<file path="config.mk">
export PLATFORM = sky130hd
export DESIGN_NAME = msb_first_bit_reader_top
export DESIGN_NICKNAME = d
export VERILOG_FILES = /design/src/rtl/mfbr_pkg.sv /design/src/rtl/msb_first_bit_reader_top.sv /design/src/rtl/mfbr_front.sv /design/src/rtl/mfbr_queue.sv /design/src/rtl/mfbr_back.sv
export SDC_FILE = /design/constraint.sdc
export NUM_CORES = 1
export LEC_CHECK = 0
export CAP_MARGIN = 20
export CORE_MARGIN = 2
export CORE_UTILIZATION = 43
export DETAILED_ROUTE_END_ITERATION = 16
export DONT_BUFFER_PORTS = 1
export MAX_ROUTING_LAYER = met4
export PLACE_DENSITY_LB_ADDON = 0.2
export SYNTH_ARGS = -nofsm -noshare
export SYNTH_HDL_FRONTEND = slang
export SYNTH_HIERARCHICAL = 1
export SYNTH_SLANG_ARGS = --single-unit
export TNS_END_PERCENT = 1
</file>
<file path="constraint.sdc">
create_clock -name clk -period 26.8 [get_ports clk]
set_input_delay 6.7 -clock clk [delete_from_list [all_inputs] [get_ports clk]]
set_output_delay 6.7 -clock clk [all_outputs]
set_load 0.02 [all_outputs]
</file>
<file path="src/rtl/mfbr_pkg.sv">
`timescale 1ns / 1ps
// ----------------------------------------------------------------------------
// MSB-first bit reader package
// Shared sizes, operation and status codes, and the item and queue entry
// types used by the front, the queue and the back of the reader.
// ----------------------------------------------------------------------------
package mfbr_pkg;

  // Buffer geometry.
  localparam int BUFFER_BYTES = 16;
  localparam int CAP_BITS     = BUFFER_BYTES * 8;
  localparam int POS_W        = $clog2(CAP_BITS);
  localparam int HELD_W       = $clog2(CAP_BITS + 1);
  localparam int WPTR_W       = $clog2(BUFFER_BYTES);

  // Field limits.
  localparam int FIELD_BITS   = 64;
  localparam int COUNT_W      = 7;

  // Queue between front and back.
  localparam int QUEUE_DEPTH  = 2;
  localparam int QPTR_W       = $clog2(QUEUE_DEPTH);
  localparam int QCNT_W       = $clog2(QUEUE_DEPTH + 1);

  typedef enum logic [1:0] {
    OP_PUSH = 2'd0,
    OP_READ = 2'd1,
    OP_PEEK = 2'd2
  } op_e;

  typedef enum logic [1:0] {
    ST_OK        = 2'd0,
    ST_UNDERFLOW = 2'd1,
    ST_FULL      = 2'd2
  } status_e;

  typedef struct packed {
    logic [1:0]         operation;
    logic [7:0]         byte_in;
    logic [COUNT_W-1:0] bit_count;
  } in_item_t;

  typedef struct packed {
    logic [FIELD_BITS-1:0] value;
    logic [1:0]            status;
    logic [7:0]            bits_available;
  } out_item_t;

  // Classified item: the 64-bit window at the read position and the number
  // of bits to keep from its top. A count of zero gives a zero value.
  typedef struct packed {
    logic [FIELD_BITS-1:0] window;
    logic [COUNT_W-1:0]    count;
    logic [1:0]            status;
    logic [7:0]            bits_available;
  } entry_t;

endpackage

</file>
<file path="src/rtl/msb_first_bit_reader_top.sv">
`timescale 1ns / 1ps
// ----------------------------------------------------------------------------
// MSB-first bit reader
// Bitstream reader over a 16-byte circular buffer: push bytes, then read or
// peek 0 to 64 bits at a time, first stream bit most significant.
// ----------------------------------------------------------------------------
// The reader takes one item every clock cycle while full is low and gives
// one result item for each, in order. A result passes through a queue slot
// and then the output register, entering it when that register is empty or
// being popped. The front updates the buffer state for an item in the cycle
// it is accepted, so items depend on each other without extra delay; the
// critical path is the barrel rotation of the whole byte store to the read
// position in the front. A two-entry queue and the output register let either
// side stall alone; full rises only when both queue entries are occupied. There
// is no clearing pass after reset: unread bits are only ever pushed bytes.
// ----------------------------------------------------------------------------
module msb_first_bit_reader_top (
  input  logic                clk,
  input  logic                rst,
  input  logic                push,
  output logic                full,
  input  mfbr_pkg::in_item_t  request,
  output logic                empty,
  input  logic                pop,
  output mfbr_pkg::out_item_t result
);
  import mfbr_pkg::*;

  logic   q_wr;
  logic   q_full;
  logic   q_valid;
  logic   q_rd;
  entry_t q_data;
  entry_t q_head;

  // Front: accept and classify.
  mfbr_front u_front (
    .clk     (clk),
    .rst     (rst),
    .push    (push),
    .full    (full),
    .request (request),
    .q_full  (q_full),
    .q_wr    (q_wr),
    .q_data  (q_data)
  );

  // Queue between the two sides.
  mfbr_queue u_queue (
    .clk     (clk),
    .rst     (rst),
    .wr      (q_wr),
    .wr_data (q_data),
    .q_full  (q_full),
    .q_valid (q_valid),
    .rd      (q_rd),
    .head    (q_head)
  );

  // Back: align and deliver.
  mfbr_back u_back (
    .clk     (clk),
    .rst     (rst),
    .q_valid (q_valid),
    .head    (q_head),
    .rd      (q_rd),
    .empty   (empty),
    .pop     (pop),
    .result  (result)
  );

endmodule

</file>
<file path="src/rtl/mfbr_front.sv">
`timescale 1ns / 1ps
// ----------------------------------------------------------------------------
// MSB-first bit reader front
// Accepts items, keeps the byte store and the read and write positions,
// decides each item's status and snapshots the bit window it needs.
// ----------------------------------------------------------------------------
module mfbr_front (
  input  logic              clk,
  input  logic              rst,
  input  logic              push,
  output logic              full,
  input  mfbr_pkg::in_item_t request,
  input  logic              q_full,
  output logic              q_wr,
  output mfbr_pkg::entry_t  q_data
);
  import mfbr_pkg::*;

  logic [7:0]          store [BUFFER_BYTES];
  logic [POS_W-1:0]    rpos;
  logic [POS_W-1:0]    rpos_next;
  logic [WPTR_W-1:0]   wptr;
  logic [WPTR_W-1:0]   wptr_next;
  logic [HELD_W-1:0]   held;
  logic [HELD_W-1:0]   held_next;

  logic                accept;
  logic                store_we;
  logic [COUNT_W-1:0]  count_sat;
  logic [HELD_W-1:0]   count_h;
  logic [HELD_W:0]     held_plus;
  logic [POS_W:0]      rpos_sum;
  logic [CAP_BITS-1:0] stream;
  logic [2*CAP_BITS-1:0] rotated;
  logic [1:0]          status;
  logic [COUNT_W-1:0]  keep;

  assign full   = q_full;
  assign accept = push && !full;

  // Requested count, saturated to the field width.
  assign count_sat = (request.bit_count > COUNT_W'(FIELD_BITS)) ?
                     COUNT_W'(FIELD_BITS) : request.bit_count;
  assign count_h   = HELD_W'(count_sat);
  assign held_plus = {1'b0, held} + (HELD_W + 1)'(8);

  // Lay the store out in stream order, first bit on top, and rotate the
  // read position to the top to form the window.
  always_comb begin
    for (int k = 0; k < BUFFER_BYTES; k++) begin
      stream[CAP_BITS - 1 - 8 * k -: 8] = store[k];
    end
  end
  assign rotated = {stream, stream} << rpos;

  // Read position advance, modulo the capacity.
  assign rpos_sum = {1'b0, rpos} + (POS_W + 1)'(count_sat);

  // Classification and bookkeeping.
  always_comb begin
    rpos_next = rpos;
    wptr_next = wptr;
    held_next = held;
    store_we  = 1'b0;
    status    = ST_OK;
    keep      = '0;
    case (request.operation)
      OP_PUSH: begin
        if (held_plus > (HELD_W + 1)'(CAP_BITS)) begin
          status = ST_FULL;
        end else begin
          store_we  = 1'b1;
          wptr_next = (wptr == WPTR_W'(BUFFER_BYTES - 1)) ? '0 : wptr + 1'b1;
          held_next = held_plus[HELD_W-1:0];
        end
      end
      OP_READ, OP_PEEK: begin
        if (count_h > held) begin
          status = ST_UNDERFLOW;
        end else begin
          keep = count_sat;
          if (request.operation == OP_READ) begin
            held_next = held - count_h;
            if (rpos_sum >= (POS_W + 1)'(CAP_BITS)) begin
              rpos_next = POS_W'(rpos_sum - (POS_W + 1)'(CAP_BITS));
            end else begin
              rpos_next = rpos_sum[POS_W-1:0];
            end
          end
        end
      end
      default: begin
      end
    endcase
  end

  // Entry handed to the back.
  assign q_wr                  = accept;
  assign q_data.window         = rotated[2*CAP_BITS-1 -: FIELD_BITS];
  assign q_data.count          = keep;
  assign q_data.status         = status;
  assign q_data.bits_available = 8'(held_next);

  // Position and fill state.
  always_ff @(posedge clk) begin
    if (rst) begin
      rpos <= '0;
      wptr <= '0;
      held <= '0;
    end else if (accept) begin
      rpos <= rpos_next;
      wptr <= wptr_next;
      held <= held_next;
    end
  end

  // Byte store write.
  always_ff @(posedge clk) begin
    if (accept && store_we) begin
      store[wptr] <= request.byte_in;
    end
  end

`ifndef SYNTHESIS
  a_held_in_range: assert property (@(posedge clk) disable iff (rst)
    held <= HELD_W'(CAP_BITS))
    else $error("held bit count above capacity");

  a_read_consumes: assert property (@(posedge clk) disable iff (rst)
    (accept && request.operation == OP_READ && count_h <= held)
    |=> held == $past(held) - $past(count_h))
    else $error("read did not consume its bits");
`endif

endmodule

</file>
<file path="src/rtl/mfbr_queue.sv">
`timescale 1ns / 1ps
// ----------------------------------------------------------------------------
// MSB-first bit reader queue
// Short queue of classified items between the front and the back.
// ----------------------------------------------------------------------------
module mfbr_queue (
  input  logic             clk,
  input  logic             rst,
  input  logic             wr,
  input  mfbr_pkg::entry_t wr_data,
  output logic             q_full,
  output logic             q_valid,
  input  logic             rd,
  output mfbr_pkg::entry_t head
);
  import mfbr_pkg::*;

  entry_t              slots [QUEUE_DEPTH];
  logic [QPTR_W-1:0]   wr_ptr;
  logic [QPTR_W-1:0]   rd_ptr;
  logic [QCNT_W-1:0]   count;
  logic                do_wr;
  logic                do_rd;

  assign q_full  = (count == QCNT_W'(QUEUE_DEPTH));
  assign q_valid = (count != '0);
  assign head    = slots[rd_ptr];
  assign do_wr   = wr && !q_full;
  assign do_rd   = rd && q_valid;

  // Pointers and occupancy.
  always_ff @(posedge clk) begin
    if (rst) begin
      wr_ptr <= '0;
      rd_ptr <= '0;
      count  <= '0;
    end else begin
      if (do_wr) begin
        wr_ptr <= (wr_ptr == QPTR_W'(QUEUE_DEPTH - 1)) ? '0 : wr_ptr + 1'b1;
      end
      if (do_rd) begin
        rd_ptr <= (rd_ptr == QPTR_W'(QUEUE_DEPTH - 1)) ? '0 : rd_ptr + 1'b1;
      end
      if (do_wr && !do_rd) begin
        count <= count + 1'b1;
      end else if (do_rd && !do_wr) begin
        count <= count - 1'b1;
      end
    end
  end

  // Entry storage.
  always_ff @(posedge clk) begin
    if (do_wr) begin
      slots[wr_ptr] <= wr_data;
    end
  end

`ifndef SYNTHESIS
  // The window may carry unwritten store bits, so compare them exactly.
  a_first_at_head: assert property (@(posedge clk) disable iff (rst)
    (wr && count == '0 && !rd) |=> (q_valid && head === $past(wr_data)))
    else $error("item written to empty queue is not at the head");
`endif

endmodule

</file>
<file path="src/rtl/mfbr_back.sv">
`timescale 1ns / 1ps
// ----------------------------------------------------------------------------
// MSB-first bit reader back
// Right-aligns the requested bits of each window and holds the result item
// in an output register until it is popped.
// ----------------------------------------------------------------------------
module mfbr_back (
  input  logic                clk,
  input  logic                rst,
  input  logic                q_valid,
  input  mfbr_pkg::entry_t    head,
  output logic                rd,
  output logic                empty,
  input  logic                pop,
  output mfbr_pkg::out_item_t result
);
  import mfbr_pkg::*;

  logic      out_valid;
  out_item_t aligned;

  assign empty = !out_valid;
  assign rd    = q_valid && (!out_valid || pop);

  // Keep the top count bits of the window; a zero count shifts all out.
  assign aligned.value          = head.window >> (COUNT_W'(FIELD_BITS) - head.count);
  assign aligned.status         = head.status;
  assign aligned.bits_available = head.bits_available;

  // Output register valid flag.
  always_ff @(posedge clk) begin
    if (rst) begin
      out_valid <= 1'b0;
    end else if (rd) begin
      out_valid <= 1'b1;
    end else if (pop) begin
      out_valid <= 1'b0;
    end
  end

  // Output register payload.
  always_ff @(posedge clk) begin
    if (rd) begin
      result <= aligned;
    end
  end

`ifndef SYNTHESIS
  a_fail_gives_zero: assert property (@(posedge clk) disable iff (rst)
    (out_valid && result.status != ST_OK) |-> result.value == '0)
    else $error("failed item carries a nonzero value");
`endif

endmodule

</file>
==> metrics.yaml <==
run_status:
  status: "completed"
route:
  remaining_drc_errors: 0
  vias_per_cell: 6.81
  vias: 19800
  ant_nets: 0
  wire_per_inst_um: 26.7
  wl_mm: 77.5
  drtIter0Drc: 2351
  first_pass_iters: 6
clocking:
  post-cts-setup-buffers: 0
  postCtsHoldBufs: 0
  numCtsBuffers: 44
  clock-sinks: 389
  cts_root_buf: "clkbuf_16"
  clkTransAtPathRegs_ns: 0.06
  cts_resized: 0
  cts.htree.levels: 2
  clkLatencyLatePin_ns: 0.61
  clockBufferDepth: 3
  cts_tree: "done"
flow_run:
  max_cap_viol_count: 0
setup_path:
  critPathBufInv: 0
  required_ns: 27.28
  worstPathMaxFanout: 11
  slowest_delay_ns: 0.69
  crit_top_cell: "nor2_1"
  cpLargestDelayFamily: "simple AND/OR/NAND/NOR gates"
  path_class: "primary input to flip-flop"
  path_cells: "nor2b_1, ha_1, fa_1, nand3b_1, a211oi_1, nor2_1, nor2_1, a21boi_0, mux2_2"
  cp-end-kind: "flip-flop"
  crit_start: "request[0]"
  cp.arrival_ns: 9.54
  crit_path_start_kind: "primary input"
  slowest_stage: "nor2_1"
global_routing:
  first_global_vias: 18100
  grt.total_usage_pct: 24.5
  grt_max_degree: 88
  grt_pass1_wl_mm: 115
  grt-ovfl-total: 0
  grt_antenna_before_repair: 0
sta:
  finalSetupViolCount: 0
  clock_skew_ns: 0.0410
  tns_ns: 0
  rsz0062_at_grt: "false"
  maxSlewHeadroom_pct: 30.3
  finalMaxSlewViolations: 0
  tightest_slew_ns: 1.04
  fmax_ghz: 0.110
  fin_crit_sh_pct: 33.8
  hold_viol: 0
  fin_hold_ws_ns: 0.486
  fin_crit_ns: 9.05
yosys:
  yosys_warnings: 6
  async_flop_share_pct: 0
  ys_ff_latch: 389
  syn_nets: 2263
  ys.flop_type: "edfxtp_1"
  syn_area_per_cell_sq_um: 11.9
  synth_edf_count: 364
  yosysUniqueCellTypes: 66
  synth.cell_area_sq_mm: 0.0264
  synth_cells: 2215
  ys_seq_area_share_pct: 43.2
floorplanning:
  die_w_um: 252
  die_area_sq_mm: 0.0635
  dieHeight_um: 252
  fp-row-count: 90
  core_sq_mm: 0.0606
  initial_utilization_pct: 43.7
  ioPinCount: 97
power:
  p_total_mw: 3.06
  vdd_drop_max_mv: 0.0851
  p_per_area_mw_per_mm2: 108
  power_leakage_nw: 8.96
placed_design:
  place_hpwl_mm: 56.7
  place_congestion: 1.01
  numPortBuffers: 0
  placed_cells: 2827
cells_and_area:
  syn2layout_area_growth_pct: 6.80
  stdcell_count: 2906
  drive_gt1_share_pct: 25.4
  final_cell_mix: "o22ai_1 (385), edfxtp_1 (364), nor2_1 (267)"
  layout_commonest_cell: "o22ai_1"
  fin_nets: 2141
  diodes: 0
hold_path:
  hold_class: "flip-flop to flip-flop"
  worstHoldStart: "u_queue/wr_ptr"
cell type report:
class                   instances  area (sq um)
flip-flops and latches        389         11400
repair buffers                 30           220
inverters                      39           148
well taps                     782           978
multi-input cells            1589         14100
clock buffers                  52          1130
fillers                      5397         32300
clock inverters                25           243
synthesized netlist by cell type (6+ instances only):
cell type,instances,area (sq um)
a22oi_1,12,90.1
or3_1,6,37.5
clkbuf_1,115,432
nand3_1,45,225
mux4_2,196,4410
o31ai_1,6,45.0
o2111ai_1,7,61.3
buf_2,25,125
ha_1,25,313
a32oi_1,15,131
buf_1,32,120
nor2b_1,6,37.5
nand2b_1,9,56.3
nand2_1,99,372
a211oi_1,10,75.1
xor2_1,8,70.1
nor2_1,268,1010
mux2i_1,89,891
dfxtp_1,25,500
o21ai_0,34,170
buf_4,21,158
o211ai_1,10,75.1
a21oi_1,32,160
and2_1,9,56.3
nor3_1,17,85.1
o21ai_1,8,40.0
mux2_2,215,2420
o221ai_1,6,52.6
inv_1,36,135
o22ai_1,385,2410
edfxtp_1,364,10900
xnor2_1,8,70.1
path summary, 6_finish.rpt:
| kind | to | slack (ns) | cells after the start |
|---|---|---|---|
| worst min-delay path | u_queue/wr_ptr | 0.49 | 2 |
| worst max register to register | u_back/result[28] | 22.44 | 9 |
| worst max-delay path | u_front/rpos[6] | 17.75 | 9 |
| worst min register to register | u_queue/wr_ptr | 0.49 | 2 |
logic make-up (layout without fill, tap and decap cells):
group / after synthesis / after routing / synth area share, %
compound gates: 556 / 556 / 13.7
xor+xnor: 17 / 17 / 0.591
fa+ha+maj: 27 / 27 / 1.33
buf+inv: 237 / 146 / 3.92
flops: 389 / 389 / 43.2
mux: 500 / 500 / 29.2
simple gates: 489 / 489 / 8.01
tightest hold or removal path: cells and delay by family, from the launching register on:
family	cells	cell delay, ns
flip-flops	1	0.31
AO/OA/AOI/OAI	2	0.13
state kept, by name (all words and copies together) (netlist names), named ones only:
| signal | count |
|---|---|
| u_front/rpos | 7 |
| u_front/wptr | 4 |
| u_queue/slots | 162 |
| u_front/held | 8 |
| u_back/out_valid | 1 |
| u_back/result | 74 |
| u_front/store | 128 |
| u_queue/rd_ptr | 1 |
| u_queue/wr_ptr | 1 |
| u_queue/count | 2 |
report_power, final:
part           internal, mW  switching [mW]
registers             0.844           0.117
logic                 0.596           0.931
clock network         0.324           0.249
total                  1.76            1.30
routing by layer:
layer | global-route usage (%) | part of all wire (%) | wire length [um]
met1 | 32.8 | 42 | 32300
met2 | 37.8 | 46 | 35900
met3 | 2.95 | 7.1 | 5510
met4 | 10.9 | 4.8 | 3730
met5 | - | 0 | 0
metrics by stage:
step / area (sq um) / util (%) / worst slack (ns)
after global routing: 28200 / 46.6 / 17.58
after floorplan: 26400 / - / 12.38
final: 28200 / 46.6 / 17.75
after CTS: 28200 / 46.6 / 17.76
after global placement: 26900 / 44.3 / 17.18
after detailed placement: 26900 / 44.3 / 17.13
(Power assumes the default switching activity.)
